### src/hw/rtl/jds_pkg.sv
// Joint drive supervisor package: widths, action and register codes, beat types.
// Shared by the supervisor top level and the testbench; depends on nothing else.
package jds_pkg;

	// Fixed sizes
	localparam int TICK_W       = 32;
	localparam int SCHEME_COUNT = 8;
	localparam int SCHEME_W     = 3;
	localparam int CFG_W        = 32;
	localparam int BAND_W       = 15;
	localparam int SPEED_W      = 16;
	localparam int CFG_IDX_W    = 3;
	localparam int CMP_W        = (TICK_W > CFG_W) ? TICK_W : CFG_W;

	// Action codes
	typedef enum logic [3:0] {
		A_NONE     = 4'd0,
		A_SENDSYNC = 4'd1,
		A_START    = 4'd2,
		A_STOP     = 4'd3,
		A_SELECT   = 4'd4,
		A_QSTOP    = 4'd5,
		A_PWMOFF   = 4'd6,
		A_BOOT     = 4'd7,
		A_COMPUTE  = 4'd8
	} action_t;

	// Configuration register indexes
	typedef enum logic [CFG_IDX_W-1:0] {
		REG_PING_TIMEOUT = 3'd0,
		REG_SYNCH_PERIOD = 3'd1,
		REG_BRAKE_HOLD   = 3'd2,
		REG_DEAD_BAND    = 3'd3,
		REG_INDEX_SCHEME = 3'd4,
		REG_BRAKE_SCHEME = 3'd5
	} reg_idx_t;

	// Latched master requests
	typedef struct packed {
		logic stop;
		logic start;
		logic sel;
		logic upd;
		logic sync;
	} req_t;

	// Status flags
	typedef struct packed {
		logic idx;
		logic moff;
		logic run;
		logic safe;
	} flags_t;

	// One input beat
	typedef struct packed {
		logic                      sync_pulse;
		logic                      update_pulse;
		logic                      select_pulse;
		logic [SCHEME_W-1:0]       select_number;
		logic                      start_pulse;
		logic                      stop_pulse;
		logic                      ping_pulse;
		logic                      encoder_indexed;
		logic                      limit_violation;
		logic signed [SPEED_W-1:0] joint_speed;
	} in_item_t;

	// Interval test: clock not below the mark and distance at least the limit
	function automatic logic elapsed(input logic [TICK_W-1:0] now,
		input logic [TICK_W-1:0] mark, input logic [CFG_W-1:0] limit);
		logic [TICK_W-1:0] diff;
		diff = now - mark;
		return (now >= mark) && (CMP_W'(diff) >= CMP_W'(limit));
	endfunction

	// Scheme ids keep their low three bits; eight schemes fill them, so none saturate
	function automatic logic [SCHEME_W-1:0] clamp_id(input logic [CFG_W-1:0] v);
		logic [SCHEME_W-1:0] lo;
		lo = v[SCHEME_W-1:0];
		return (CMP_W'(lo) >= CMP_W'(SCHEME_COUNT)) ?
			SCHEME_W'(SCHEME_COUNT - 1) : lo;
	endfunction

endpackage

### src/hw/rtl/joint_drive_supervisor_fsm.sv
// Joint drive supervisor: request latches, ping watchdog, mode machine, brake hold.
// A beat is captured in the input register, its result in the output register.
// Throughput: one beat per cycle unless the receiver stalls; the input register
// and the result register let a new tick in while the previous result still waits.
// Reset: mode stop, safe set, all requests clear, ping seen, clocks and marks zero,
// configuration back to its defaults.
module joint_drive_supervisor_fsm
	import jds_pkg::*;
(
	input  logic                        clk,
	input  logic                        arst_n,
	// configuration channel
	input  logic                        cfg_valid,
	output logic                        cfg_ready,
	input  logic [CFG_IDX_W-1:0]        cfg_index,
	input  logic [CFG_W-1:0]            cfg_data,
	// input channel
	input  logic                        in_valid,
	output logic                        in_ready,
	input  logic                        sync_pulse,
	input  logic                        update_pulse,
	input  logic                        select_pulse,
	input  logic [SCHEME_W-1:0]         select_number,
	input  logic                        start_pulse,
	input  logic                        stop_pulse,
	input  logic                        ping_pulse,
	input  logic                        encoder_indexed,
	input  logic                        limit_violation,
	input  logic signed [SPEED_W-1:0]   joint_speed,
	// result channel
	output logic                        out_valid,
	input  logic                        out_ready,
	output logic [3:0]                  mode,
	output logic [3:0]                  action,
	output logic [SCHEME_W-1:0]         active_scheme,
	output logic                        motor_off_report,
	output logic                        stopped_report,
	output logic                        status
);

	typedef enum logic [3:0] {
		M_OUTSYNC   = 4'd0,
		M_SYNCHED   = 4'd1,
		M_UNINDEXED = 4'd2,
		M_IDLE      = 4'd3,
		M_UPDATE    = 4'd4,
		M_SELECT    = 4'd5,
		M_START     = 4'd6,
		M_RUN       = 4'd7,
		M_BRAKE     = 4'd8,
		M_BRAKING   = 4'd9,
		M_EMERG     = 4'd10,
		M_STOP      = 4'd11
	} mode_t;

	// configuration registers
	logic [CFG_W-1:0]    ping_timeout_q, synch_period_q, brake_hold_q;
	logic [BAND_W-1:0]   dead_band_q;
	logic [SCHEME_W-1:0] index_scheme_q, brake_scheme_q;

	// input stage
	logic     item_vld_s1;
	in_item_t item_s1;
	logic     advance;

	// supervisor state
	mode_t               mode_q;
	req_t                req_q;
	flags_t              flags_q;
	logic [SCHEME_W-1:0] chosen_q, active_q;
	logic [TICK_W-1:0]   tick_q, ping_mark_q, brake_mark_q;
	logic                ping_seen_q, still_q;

	// next state
	mode_t               n_mode;
	req_t                n_req;
	flags_t              n_flags;
	logic [SCHEME_W-1:0] n_chosen, n_active;
	logic [TICK_W-1:0]   n_tick, n_ping_mark, n_brake_mark;
	logic                n_ping_seen, n_still;
	action_t             n_action;
	logic                n_moff_rep, n_stop_rep, n_status;
	logic [SPEED_W-1:0]  speed_mag;

	// result stage
	logic                out_vld_s2;
	mode_t               mode_s2;
	action_t             action_s2;
	logic [SCHEME_W-1:0] active_s2;
	logic                moff_rep_s2, stop_rep_s2, status_s2;

	// handshakes
	assign cfg_ready = 1'b1;
	assign advance   = item_vld_s1 && (!out_vld_s2 || out_ready);
	assign in_ready  = !item_vld_s1 || advance;

	// configuration writes
	always_ff @(posedge clk or negedge arst_n) begin
		if (!arst_n) begin
			ping_timeout_q <= CFG_W'(1000);
			synch_period_q <= CFG_W'(100);
			brake_hold_q   <= CFG_W'(500);
			dead_band_q    <= BAND_W'(64);
			index_scheme_q <= clamp_id(CFG_W'(0));
			brake_scheme_q <= clamp_id(CFG_W'(1));
		end else if (cfg_valid && cfg_ready) begin
			unique case (cfg_index)
				REG_PING_TIMEOUT: ping_timeout_q <= cfg_data;
				REG_SYNCH_PERIOD: synch_period_q <= cfg_data;
				REG_BRAKE_HOLD:   brake_hold_q   <= cfg_data;
				REG_DEAD_BAND:    dead_band_q    <= cfg_data[BAND_W-1:0];
				REG_INDEX_SCHEME: index_scheme_q <= clamp_id(cfg_data);
				REG_BRAKE_SCHEME: brake_scheme_q <= clamp_id(cfg_data);
				default: ;
			endcase
		end
	end

	// input register
	always_ff @(posedge clk or negedge arst_n) begin
		if (!arst_n) begin
			item_vld_s1 <= 1'b0;
		end else if (in_ready) begin
			item_vld_s1 <= in_valid;
		end
	end

	always_ff @(posedge clk) begin
		if (in_valid && in_ready) begin
			item_s1 <= '{sync_pulse, update_pulse, select_pulse, select_number,
				start_pulse, stop_pulse, ping_pulse, encoder_indexed,
				limit_violation, joint_speed};
		end
	end

	// speed magnitude; the most negative value maps to its unsigned magnitude
	assign speed_mag = item_s1.joint_speed[SPEED_W-1] ?
		SPEED_W'(-item_s1.joint_speed) : SPEED_W'(item_s1.joint_speed);

	// one tick: latch requests, watchdog, then one mode step
	always_comb begin
		n_mode       = mode_q;
		n_req        = req_q;
		n_flags      = flags_q;
		n_chosen     = chosen_q;
		n_active     = active_q;
		n_tick       = tick_q + TICK_W'(1);
		n_ping_mark  = ping_mark_q;
		n_brake_mark = brake_mark_q;
		n_ping_seen  = ping_seen_q | item_s1.ping_pulse;
		n_still      = still_q;
		n_action     = A_NONE;
		n_moff_rep   = 1'b0;
		n_stop_rep   = 1'b0;
		n_status     = 1'b0;

		// request latches
		if (item_s1.sync_pulse)   n_req.sync  = 1'b1;
		if (item_s1.update_pulse) n_req.upd   = 1'b1;
		if (item_s1.select_pulse &&
			(CMP_W'(item_s1.select_number) < CMP_W'(SCHEME_COUNT))) begin
			n_req.sel = 1'b1;
			n_chosen  = item_s1.select_number;
		end
		if (item_s1.start_pulse)  n_req.start = 1'b1;
		if (item_s1.stop_pulse)   n_req.stop  = 1'b1;

		// lost sync while running forces a stop
		if (!n_req.sync && n_flags.run) n_mode = M_STOP;

		// ping watchdog
		if (n_mode != M_OUTSYNC && elapsed(n_tick, n_ping_mark, ping_timeout_q)) begin
			if (!n_ping_seen) begin
				n_mode      = M_STOP;
				n_req       = '0;
				n_flags     = '{idx: n_flags.idx, moff: 1'b0, run: 1'b0, safe: 1'b1};
				n_ping_mark = '0;
				n_ping_seen = 1'b1;
				n_tick      = '0;
				n_status    = 1'b1;
			end else begin
				n_ping_mark = n_tick;
				n_ping_seen = 1'b0;
			end
		end

		n_flags.idx = item_s1.encoder_indexed;

		// mode step
		unique case (n_mode)
			M_OUTSYNC: begin
				if (elapsed(n_tick, '0, synch_period_q)) begin
					n_action = A_SENDSYNC;
					n_tick   = '0;
				end
				if (n_req.sync) n_mode = M_SYNCHED;
			end
			M_SYNCHED: begin
				n_ping_mark = n_tick;
				if (n_flags.idx) begin
					n_mode = M_IDLE;
				end else begin
					n_chosen = index_scheme_q;
					n_active = index_scheme_q;
					n_action = A_SELECT;
					n_mode   = M_UNINDEXED;
				end
			end
			M_UNINDEXED: begin
				if (n_req.upd) begin
					n_req.upd = 1'b0;
					n_mode    = M_UPDATE;
				end else if (n_flags.idx) begin
					n_mode = M_IDLE;
				end else if (n_req.start) begin
					n_req.start = 1'b0;
					n_mode      = M_START;
				end
			end
			M_IDLE: begin
				if (n_req.upd) begin
					n_req.upd = 1'b0;
					n_mode    = M_UPDATE;
				end else if (n_req.sel) begin
					n_req.sel = 1'b0;
					n_mode    = M_SELECT;
				end else if (n_req.start) begin
					n_req.start = 1'b0;
					n_mode      = M_START;
				end
			end
			M_UPDATE: begin
				n_action = A_BOOT;
				n_mode   = M_IDLE;
			end
			M_SELECT: begin
				n_active = n_chosen;
				n_action = A_SELECT;
				n_mode   = n_flags.run ? M_START : M_IDLE;
			end
			M_START: begin
				n_action     = A_START;
				n_tick       = '0;
				n_ping_mark  = '0;
				n_flags.run  = 1'b1;
				n_flags.moff = 1'b0;
				n_mode       = M_RUN;
			end
			M_RUN: begin
				n_action = A_COMPUTE;
				if (item_s1.limit_violation) n_flags.safe = 1'b0;
				if (!n_flags.safe) begin
					n_mode = M_EMERG;
				end else if (n_req.stop || (n_flags.idx && n_chosen == index_scheme_q)) begin
					n_req.stop = 1'b0;
					n_mode     = M_BRAKE;
				end else if (n_req.sel) begin
					n_req.sel = 1'b0;
					n_mode    = M_SELECT;
				end
			end
			M_BRAKE: begin
				n_stop_rep = 1'b1;
				n_active   = brake_scheme_q;
				n_still    = 1'b0;
				n_action   = A_QSTOP;
				n_mode     = M_BRAKING;
			end
			M_BRAKING: begin
				n_action = A_COMPUTE;
				if (item_s1.limit_violation) n_flags.safe = 1'b0;
				// hold timer: speed must stay inside the dead band
				if (speed_mag > SPEED_W'(dead_band_q)) begin
					n_still = 1'b0;
				end else if (!still_q) begin
					n_still      = 1'b1;
					n_brake_mark = n_tick;
				end else if (elapsed(n_tick, brake_mark_q, brake_hold_q)) begin
					n_action     = A_STOP;
					n_flags.moff = 1'b1;
					n_active     = n_chosen;
				end
				if (!n_flags.safe)     n_mode = M_EMERG;
				else if (n_flags.moff) n_mode = M_STOP;
			end
			M_EMERG: begin
				n_action     = A_PWMOFF;
				n_flags.moff = 1'b1;
				n_active     = n_chosen;
				n_mode       = M_STOP;
			end
			M_STOP: begin
				n_action    = A_STOP;
				n_flags.run = 1'b0;
				n_moff_rep  = 1'b1;
				if (!n_req.sync)       n_mode = M_OUTSYNC;
				else if (!n_flags.idx) n_mode = M_UNINDEXED;
				else                   n_mode = M_IDLE;
			end
			default: begin
				n_mode = M_STOP;
			end
		endcase
	end

	// supervisor state and result register
	always_ff @(posedge clk or negedge arst_n) begin
		if (!arst_n) begin
			mode_q       <= M_STOP;
			req_q        <= '0;
			flags_q      <= '{idx: 1'b0, moff: 1'b0, run: 1'b0, safe: 1'b1};
			chosen_q     <= '0;
			active_q     <= '0;
			tick_q       <= '0;
			ping_mark_q  <= '0;
			brake_mark_q <= '0;
			ping_seen_q  <= 1'b1;
			still_q      <= 1'b0;
			out_vld_s2   <= 1'b0;
		end else begin
			if (advance) begin
				mode_q       <= n_mode;
				req_q        <= n_req;
				flags_q      <= n_flags;
				chosen_q     <= n_chosen;
				active_q     <= n_active;
				tick_q       <= n_tick;
				ping_mark_q  <= n_ping_mark;
				brake_mark_q <= n_brake_mark;
				ping_seen_q  <= n_ping_seen;
				still_q      <= n_still;
				out_vld_s2   <= 1'b1;
			end else if (out_ready) begin
				out_vld_s2 <= 1'b0;
			end
		end
	end

	always_ff @(posedge clk) begin
		if (advance) begin
			mode_s2     <= n_mode;
			action_s2   <= n_action;
			active_s2   <= n_active;
			moff_rep_s2 <= n_moff_rep;
			stop_rep_s2 <= n_stop_rep;
			status_s2   <= n_status;
		end
	end

	assign out_valid        = out_vld_s2;
	assign mode             = mode_s2;
	assign action           = action_s2;
	assign active_scheme    = active_s2;
	assign motor_off_report = moff_rep_s2;
	assign stopped_report   = stop_rep_s2;
	assign status           = status_s2;

endmodule

### config.mk
export PLATFORM = sky130hd
export DESIGN_NAME = joint_drive_supervisor_fsm
export DESIGN_NICKNAME = d
export VERILOG_FILES = /design/src/hw/rtl/jds_pkg.sv /design/src/hw/rtl/joint_drive_supervisor_fsm.sv
export SDC_FILE = /design/constraint.sdc
export NUM_CORES = 1
export LEC_CHECK = 0
export BUFFER_PORTS_ARGS = -buffer_cell sky130_fd_sc_hd__clkbuf_2
export CORE_UTILIZATION = 60
export DETAILED_ROUTE_END_ITERATION = 10
export PLACE_DENSITY = 0.78
export REMOVE_ABC_BUFFERS = 1
export SKIP_CTS_REPAIR_TIMING = 1
export SYNTH_ARGS = -nofsm -noshare
export SYNTH_HDL_FRONTEND = slang
export SYNTH_SLANG_ARGS = --single-unit
### constraint.sdc
create_clock -name clk -period 11.3 [get_ports clk]
set_input_delay 2.26 -clock clk [delete_from_list [all_inputs] [get_ports clk]]
set_output_delay 2.26 -clock clk [all_outputs]
set_load 0.01 [all_outputs]
# Yosys cells after proc, flatten, opt, wreduce, memory -nomap -nowiden
# Index checks and enable logic that the tools add are counted.
[word_totals]
n_memories = 0
rom_bits = 0
ramBits = 0
latchBits = 0
ff_bits = 276
[op_classes]
addsub = 4
n_lt_le_gt_ge = 7
multipliers = 0
n_div = 0
n_mux = 78
n_reduce_logical = 31
eq_ne = 17
bitwise = 3
n_shift = 0
[ops]
columns = ["op", "count"]
rows = [
  ["$ge A32 B32 Y1", 5],
  ["$mux W32", 4],
  ["$pmux W32 S2", 2],
  ["$mux W4", 18],
  ["$sub A32 B32 Y32", 2],
  ["$pmux W4 S11", 1],
  ["$pmux W4 S10", 1],
  ["$mux W3", 11],
  ["$add A32 B1 Y32 const B", 1],
  ["$ge A32 B1 Y1 const B", 1],
  ["$mux W1", 30],
  ["$eq A4 B3 Y1 const B", 4],
  ["$eq A4 B4 Y1 const B", 4],
  ["$gt A16 B15 Y1", 1],
  ["$mux W16", 1],
  ["$neg A16 Y16", 1],
  ["$reduce_and A2 Y1", 8],
  ["$pmux W3 S4", 1],
  ["$mux W5", 2],
  ["$pmux W1 S2", 5],
  ["$eq A4 B2 Y1 const B", 2],
  ["$logic_and A1 B1 Y1", 8],
  ["$eq A3 B2 Y1 const B", 2],
  ["$eq A3 B3 Y1 const B", 2],
  ["other kinds (16)", 23],
]

# Longest topological paths before layout
# Gate-level depths: netlist (run 1).
[depth]
ltp_word = 17
ltp_mapped = 51

# Worst setup path before layout (run 1)
# OpenSTA, ideal clock, no wires.
[synth_path]
kind = "register to register"
startpoint = "reg tick_q[11]"
endpoint = "reg mode_s2[1], in the netlist mode[1], data pin"
synth_period_minus_slack_ns = 9.971
required_ns = 11.039
t_arrival_ns = 9.710
path_stages_with_launch = 46
slack_ns = 1.329
setup_time_ns = 0.261
path_cell_list = "dfrtp_1 > and3_1 > and3_1 > nand4_1 > or4_1 > xnor2_1 > ha_1 > and4_1 > a221oi_1 > o21ai_1 > a221oi_1 > o21ai_1 > xor2_1 > ha_1 > nand4_1 > nor4_1 > nand4_1 > o211ai_1 > [10 not listed] > nand3_1 > a31o_2 > a21oi_1 > o31ai_1 > a21o_1 > a2111oi_0 > nor3_1 > xnor2_1 > ha_1 > a21oi_1 > nor2_1 > a2111oi_0 > o21ai_0 > o21ba_2 > o211a_4 > o41a_1 > nor4b_2 > nor2_1"
[synth_via]
elab_chain_len = 16
elab_cells_between_ends = 47
classes_between = "add/sub: 3; order compare: 4; eq/ne: 10; mux: 25; reduce/logical: 5"
[synth_lines]
columns = ["item", "line", "source"]
rows = [
  ["start: declaration", "joint_drive_supervisor_fsm.sv:71", "logic [TICK_W-1:0] tick_q, ping_mark_q, brake_mark_q;"],
  ["start signal: assignment", "joint_drive_supervisor_fsm.sv:327", "tick_q <= n_tick;"],
  ["$add A32 B1 Y32 (*)", "joint_drive_supervisor_fsm.sv:147", "n_tick = tick_q + TICK_W'(1);"],
  ["$sub A32 B32 Y32", "jds_pkg.sv:73", "diff = now - mark;"],
  ["$ge A32 B32 Y1", "jds_pkg.sv:74", "return (now >= mark) && (CMP_W'(diff) >= CMP_W'(limit));"],
  ["$logic_and A1 B1 Y1", "jds_pkg.sv:74", ""],
  ["$logic_and A1 B1 Y1", "joint_drive_supervisor_fsm.sv:172", "if (n_mode != M_OUTSYNC && elapsed(n_tick, n_ping_mark, ping_timeout_q)) begin"],
  ["$mux W32", "joint_drive_supervisor_fsm.sv:172", ""],
  ["$sub A32 B32 Y32", "jds_pkg.sv:73", ""],
  ["$ge A32 B32 Y1", "jds_pkg.sv:74", ""],
  ["$logic_and A1 B1 Y1", "jds_pkg.sv:74", ""],
  ["$mux W1", "joint_drive_supervisor_fsm.sv:278", "end else if (elapsed(n_tick, brake_mark_q, brake_hold_q)) begin"],
  ["$mux W1", "joint_drive_supervisor_fsm.sv:275", "end else if (!still_q) begin"],
  ["$mux W1", "joint_drive_supervisor_fsm.sv:273", "if (speed_mag > SPEED_W'(dead_band_q)) begin"],
  ["$mux W1", "joint_drive_supervisor_fsm.sv:190", "unique case (n_mode)"],
  ["$mux W4", "joint_drive_supervisor_fsm.sv:284", "else if (n_flags.moff) n_mode = M_STOP;"],
  ["$mux W4", "joint_drive_supervisor_fsm.sv:283", "if (!n_flags.safe) n_mode = M_EMERG;"],
  ["$pmux W4 S11 (*)", "joint_drive_supervisor_fsm.sv:190", ""],
  ["net n_mode[1]", "joint_drive_supervisor_fsm.sv:75", "mode_t n_mode;"],
  ["end signal: assignment", "joint_drive_supervisor_fsm.sv:341", "mode_s2 <= n_mode;"],
  ["end: declaration", "joint_drive_supervisor_fsm.sv:87", "mode_t mode_s2;"],
]
# Mark *: on every way through the listed nets, which the timed path passes. The rest lies on a longest branch. The select of a mux whose other input is x is not followed.
# A chain may end at the register's enable or synchronous reset.

# Final worst setup path (run 1)
[layout_path]
startpoint = "reg tick_q[5]"
endpoint = "reg mode_s2[1], in the netlist mode[1], data pin"
# Same word-level chain as after synthesis.

==> impl_metrics.py, run 1 <==
metrics = {
    "run_status": {
        "status": "finished, final reports clean",
    },
    "job": {
        "max_cap_viol_count": 0,
    },
    "die": {
        "dieHeight_um": 174,
        "initial_core_util": 0.615,
        "pin_count": 84,
        "fp.dieW_um": 174,
        "num_rows": 62,
        "core_area_um2": 28900,
        "die-area_um2": 30300,
    },
    "critical_path": {
        "cp_top_family": "compound AO/OA/AOI/OAI gates",
        "worstPathRequired_ns": 11.60,
        "worstPathArrival_ns": 11.04,
        "worstSetupPathType": "flip-flop to flip-flop",
        "worst_setup_path_end_kind": "flip-flop",
        "start_kind": "flip-flop",
        "cp.depth": 47,
        "critPathMaxStageDelay_ns": 0.44,
        "cp_max_fo": 17,
        "reg2reg_depth": 47,
        "cp_num_buf_inv": 2,
        "crit_path_top_delay_cell": "o31ai_1",
        "crit_top_cell": "a21oi_1",
    },
    "logic_synthesis": {
        "avgSynthCellArea_um2": 8.92,
        "ys_types": 74,
        "ys_seq_area_frac": 0.401,
        "async_reset_ff_frac": 0.851,
        "synth-edff-count": 41,
        "netlist_area_um2": 17800,
        "yosysWarnings": 0,
        "synthCells": 1994,
        "yosys_most_used_dff": "dfrtp_1",
        "synth_seq_cells": 276,
    },
    "cts": {
        "cts_tree": "yes",
        "clkSinkCount": 276,
        "clock_latency_ns": 0.56,
        "cts_made_buffers": 30,
        "clk_pin_slew_ns": 0.07,
        "clock_path_buffers": 3,
        "cts.htree.levels": 1,
        "cts_root_buffer": "clkbuf_16",
    },
    "power_and_ir_drop": {
        "cellLeakagePower_nw": 9.28,
        "ir_worst_vdd_mv": 0.169,
        "total_power_mw": 5.86,
        "p_per_area_nw_per_um2": 296,
    },
    "global_route": {
        "grt_remaining_overflow": 0,
        "track_usage": 0.301,
        "grt_pass1_vias": 14500,
        "antenna_found_initial": 0,
        "grt_start_max_net_pins": 103,
        "grt_first_pass_wirelength_um": 73600,
    },
    "timing": {
        "period_minus_slack_ns": 10.74,
        "clock_skew_ns": 0.0126,
        "hold_viol": 0,
        "setup_violations": 0,
        "maxSlewHeadroom": 0.240,
        "setup_tns_ns": 0,
        "period_share": 0.951,
        "max_freq_ghz": 0.0931,
        "worst_slew_pin_slew_ns": 1.14,
        "hold_ws_ns": 0.478,
        "final_max_slew_viol_count": 0,
    },
    "route": {
        "wl_per_cell_um": 18.4,
        "drtAntennaViolNets": 0,
        "first_iter_violations": 1543,
        "drt-pass1-iter-count": 5,
        "num_vias": 15000,
        "viasPerCell": 6.07,
        "wl_um": 45500,
        "drcViolationCount": 0,
    },
    "finish": {
        "final_cell_mix": "298 x nand2_1, 230 x inv_1, 212 x dfrtp_1",
        "utilization": 0.685,
        "final_common_cell": "nand2_1",
        "layoutNonFillerInstCount": 2465,
        "antennaDiodeCount": 0,
        "areaGrowthSynthToFinish_pct": 11.4,
        "fin_nets": 2304,
        "drive_above_1_share": 0.120,
    },
    "placed_design": {
        "place_congestion": 0.965,
        "dp_hpwl_um": 32900,
        "dpl.cell_count": 2408,
        "port_buffers": 82,
    },
    "worst_hold_path": {
        "hold_path_depth": 2,
        "hp-class": "flip-flop to flip-flop",
    },
}
==> cell families (layout without fill, tap and decap cells) <==
kind of cell,count (synthesis),in the layout,synth area share
xor+xnor,104,104,0.0512
compound gates,529,529,0.187
buf+inv,301,388,0.0641
other cells,1,1,0.000211
simple gates,566,566,0.146
mux,38,38,0.0235
fa+ha+maj,179,179,0.127
flops,276,276,0.401
==> layer usage <==
layer | GRT usage | vias to the layer above | wire length [µm]
met2 | 0.510 | 501 | 21900
li1 | - | 7132 | -
met1 | 0.405 | 7269 | 19800
met5 | 0 | - | 0
met4 | 0.0881 | 0 | 1090
met3 | 0.0337 | 71 | 2630
==> area by class of cell <==
type                    instances  area, µm²
multi-input cells            1417       9700
fillers                      2288       9110
flip-flops and latches        276       7140
clock buffers                  42        878
inverters                     232        871
repair buffers                101        563
well taps                     384        480
clock inverters                13        183
==> cells in the mapped netlist, types with 8 or more instances <==
master	number	area, µm²
a211oi_1	15	113
a21o_1	33	248
a21oi_1	106	531
a31oi_1	11	68.8
a32o_1	30	300
and3_1	19	119
clkbuf_1	63	236
dfrtp_1	213	5330
dfstp_2	22	578
edfxtp_1	41	1230
ha_1	177	2210
inv_1	230	863
mux2_2	30	338
mux2i_1	8	80.1
nand2_1	299	1120
nand2b_1	24	150
nand3_1	36	180
nand4_1	30	188
nor2_1	77	289
nor3_1	23	115
nor4_1	11	68.8
o211ai_1	11	82.6
o21a_1	8	60.1
o21ai_0	189	946
o21ai_1	15	75.1
o21bai_1	11	82.6
o31ai_1	41	308
or3_1	9	56.3
xnor2_1	74	648
xor2_1	30	263
==> where the power goes <==
part	internal (mW)	total [mW]	switching [mW]
logic	1.43	3.49	2.06
clock network	0.634	1.05	0.417
registers	1.21	1.33	0.114
==> state kept, by name (all words and copies together) (netlist names), 4 cells and up <==
| name | flops |
|---|---|
| action | 4 |
| brake_hold_q | 32 |
| brake_mark_q | 32 |
| dead_band_q | 15 |
| item_s1 | 27 |
| mode | 4 |
| mode_q | 4 |
| ping_mark_q | 32 |
| ping_timeout_q | 32 |
| req_q | 5 |
| synch_period_q | 32 |
| tick_q | 32 |
==> worst register-to-register path: cells and delay by family, from the launching register on <==
family	cells	cell delay (ns)
flops	1	0.43
buf+inv	2	0.32
simple gates	17	3.33
fa+ha+maj	4	1.42
compound gates	21	4.48
xor+xnor	3	0.48
==> metrics by stage <==
| stage | worst slack [ns] | cell area [µm²] |
|---|---|---|
| after global routing | -0.0280 | 19800 |
| after floorplan | 0.999 | 17500 |
| after global placement | 0.235 | 18600 |
| after detailed placement | -0.301 | 18600 |
| final | 0.559 | 19800 |
| after CTS | -0.331 | 19700 |
==> final timing paths <==
path                                  start               end  slack (ns)
max                               tick_q[5]           mode[1]        0.56
max reg2reg                       tick_q[5]           mode[1]        0.56
min                        brake_mark_q[15]  brake_mark_q[15]        0.48
min reg2reg                brake_mark_q[15]  brake_mark_q[15]        0.48
max in group asynchronous            arst_n         tick_q[0]        7.30
min in group asynchronous            arst_n  brake_hold_q[18]        1.73
Note: power is estimated with default switching activity, not from simulation.
==> run 2, diff against run 1 <==
--- a/config.mk
+++ b/config.mk
@@ -5,6 +5,7 @@
 export SDC_FILE = /design/constraint.sdc
 export NUM_CORES = 1
 export LEC_CHECK = 0
+export ABC_AREA = 1
 export BUFFER_PORTS_ARGS = -buffer_cell sky130_fd_sc_hd__clkbuf_2
 export CORE_UTILIZATION = 60
 export DETAILED_ROUTE_END_ITERATION = 10
==> impl_metrics.py, run 2 <==
metrics = {
    "logic_synthesis": {
        "synth_common_cells": "576 x nand2_1, 415 x inv_1, 213 x dfrtp_1",
        "yosys.area.top_type": "dfrtp_1",
        "ys_seq_area_frac": 0.388,
        "netlist_area_um2": 18400,
        "synth_top_area_share": 0.290,
        "ys_top_cells_by_area": "dfrtp_1 29%, ha_1 12%, nand2_1 12%",
        "synthCells": 2395,
        "ys_types": 57,
        "synth_seq_cells": 276,
        "yosysWarnings": 0,
        "async_reset_ff_frac": 0.851,
        "avgSynthCellArea_um2": 7.69,
        "synth-edff-count": 41,
        "yosys_most_used_dff": "dfrtp_1",
        "synthMostInstantiatedCell": "nand2_1",
    },
    "global_route": {
        "grt_pass1_vias": 14900,
        "grt_start_max_net_pins": 88,
        "antenna_found_initial": 0,
        "grt_first_pass_wirelength_um": 75900,
        "grt_remaining_overflow": 0,
        "track_usage": 0.306,
    },
    "placed_design": {
        "dp_hpwl_um": 35800,
        "port_buffers": 82,
        "place_congestion": 0.997,
    },
    "die": {
        "core_area_um2": 29900,
        "pin_count": 84,
        "die-area_um2": 31400,
        "num_rows": 63,
        "fp.dieW_um": 177,
        "dieHeight_um": 177,
        "initial_core_util": 0.616,
    },
    "route": {
        "first_iter_violations": 1165,
        "route.met3.wl_um": 3070,
        "drt-pass1-iter-count": 6,
        "num_vias": 15800,
        "wl_per_cell_um": 16.3,
        "viasPerCell": 5.50,
        "wl_um": 46900,
        "drtAntennaViolNets": 0,
        "drcViolationCount": 0,
        "wl_met1_um": 21400,
        "dr_wl_met2_um": 21400,
        "dr.max_layer_used": "met4",
    },
    "critical_path": {
        "reg2reg_depth": 59,
        "crit_start": "tick_q[0]",
        "critPathMaxStageDelay_ns": 0.49,
        "worstPathRequired_ns": 11.60,
        "crit_path_top_delay_cell": "nor2_4",
        "cp.depth": 59,
        "cp_max_fo": 16,
        "start_kind": "flip-flop",
        "worst_setup_path_end_kind": "flip-flop",
        "crit_top_cell": "nand2_1",
        "worstPathArrival_ns": 10.27,
        "cp_num_buf_inv": 3,
        "r2r_slack_ns": 1.33,
        "critPathCapture": "mode[1]",
        "cp_top_family": "simple AND/OR/NAND/NOR gates",
        "worstSetupPathType": "flip-flop to flip-flop",
        "timing.rr.end": "mode[1]",
        "reg2reg_from": "tick_q[0]",
    },
    "finish": {
        "fillers": 2461,
        "areaGrowthSynthToFinish_pct": 9.66,
        "fin_nets": 2714,
        "final_common_cell": "nand2_1",
        "final_cell_mix": "574 x nand2_1, 414 x inv_1, 213 x dfrtp_1",
        "antennaDiodeCount": 0,
        "drive_above_1_share": 0.0915,
    },
    "timing": {
        "period_share": 0.883,
        "rsz0062_at_grt": "false",
        "period_minus_slack_ns": 9.97,
        "hold_viol": 0,
        "setup_violations": 0,
        "setup_tns_ns": 0,
        "final_max_slew_viol_count": 0,
        "maxSlewHeadroom": 0.244,
        "max_freq_ghz": 0.100,
        "clock_skew_ns": 0.0148,
        "hold_ws_ns": 0.475,
        "worst_slew_pin_slew_ns": 1.13,
    },
    "cts": {
        "clkSinkCount": 276,
        "clock_path_buffers": 3,
        "cts_root_buffer": "clkbuf_16",
        "clk_pin_slew_ns": 0.06,
        "clock_latency_ns": 0.56,
        "cts_made_buffers": 31,
        "cts.htree.levels": 1,
        "cts_tree": "yes",
    },
    "worst_hold_path": {
        "hp-class": "flip-flop to flip-flop",
    },
    "run_status": {
        "status": "finished, final reports clean",
    },
    "job": {
        "max_cap_viol_count": 0,
    },
}
run 2: changes by cell type in the layout (fill, tap and decap cells not counted), moves of 35 or more:
| cell | change |
|---|---|
| nand2_1 | +276 |
| inv_1 | +184 |
| nor2_1 | +94 |
| o21ai_1 | +40 |
| xnor2_1 | -40 |
| o31ai_1 | -37 |
| xor2_1 | +35 |
run 2: metal layers:
metal,up-vias,track usage
li1,7878,-
met1,7377,0.435
met2,521,0.494
met3,67,0.0391
met4,0,0.0711
met5,-,0
run 2: cell families (layout without fill, tap and decap cells):
| group | after synthesis | count (layout) | synth area share |
|---|---|---|---|
| AO/OA/AOI/OAI | 465 | 465 | 0.139 |
| other | 1 | 1 | 0.000204 |
| buffers and inverters | 477 | 574 | 0.101 |
| adder cells (fa/ha/maj) | 179 | 179 | 0.122 |
| AND/OR/NAND/NOR | 900 | 900 | 0.204 |
| flip-flops | 276 | 276 | 0.388 |
| XOR/XNOR | 97 | 97 | 0.0462 |
run 2: worst min-delay path, delay by kind of cell (launching register included):
kind          cells  cell delay (ns)
flops             1             0.33
simple gates      2             0.11
run 2: layout make-up:
type | count | area, µm² | area share
clock inverter | 13 | 131 | 0.00651
sequential | 276 | 7140 | 0.354
multi-input combinational | 1642 | 9430 | 0.467
clock buffer | 44 | 906 | 0.0449
timing repair buffer | 92 | 495 | 0.0245
tap | 390 | 488 | 0.0242
inverter | 425 | 1600 | 0.0790
run 2: how the worst min path moves through the flow:
| stage | from | end | slack (ns) | cells after the start |
|---|---|---|---|---|
| finish | chosen_q[1] | chosen_q[1] | 0.48 | 2 |
| global route | req_q[1] | req_q[1] | 0.50 | 2 |
| CTS | chosen_q[1] | chosen_q[1] | 0.48 | 2 |
| detailed placement | chosen_q[0] | chosen_q[0] | 0.46 | 2 |
| global placement | req_q[1] | req_q[1] | 0.46 | 2 |
| floorplan | req_q[1] | req_q[1] | 0.44 | 2 |
run 2: stage by stage:
step,util,cell area (µm²),worst slack (ns),instances
2_1_floorplan,-,18100,2.84,2343
3_3_place_gp,0.641,19100,1.60,2825
3_5_place_dp,0.641,19100,1.26,2825
4_1_cts,0.675,20200,1.22,2882
5_1_grt,0.676,20200,0.296,2882
6_report,0.676,20200,1.33,2882
Power of run 2 is left out: the tool's default activity adds up to more than one toggle a clock period on the data nets, which glitch-free logic cannot reach.
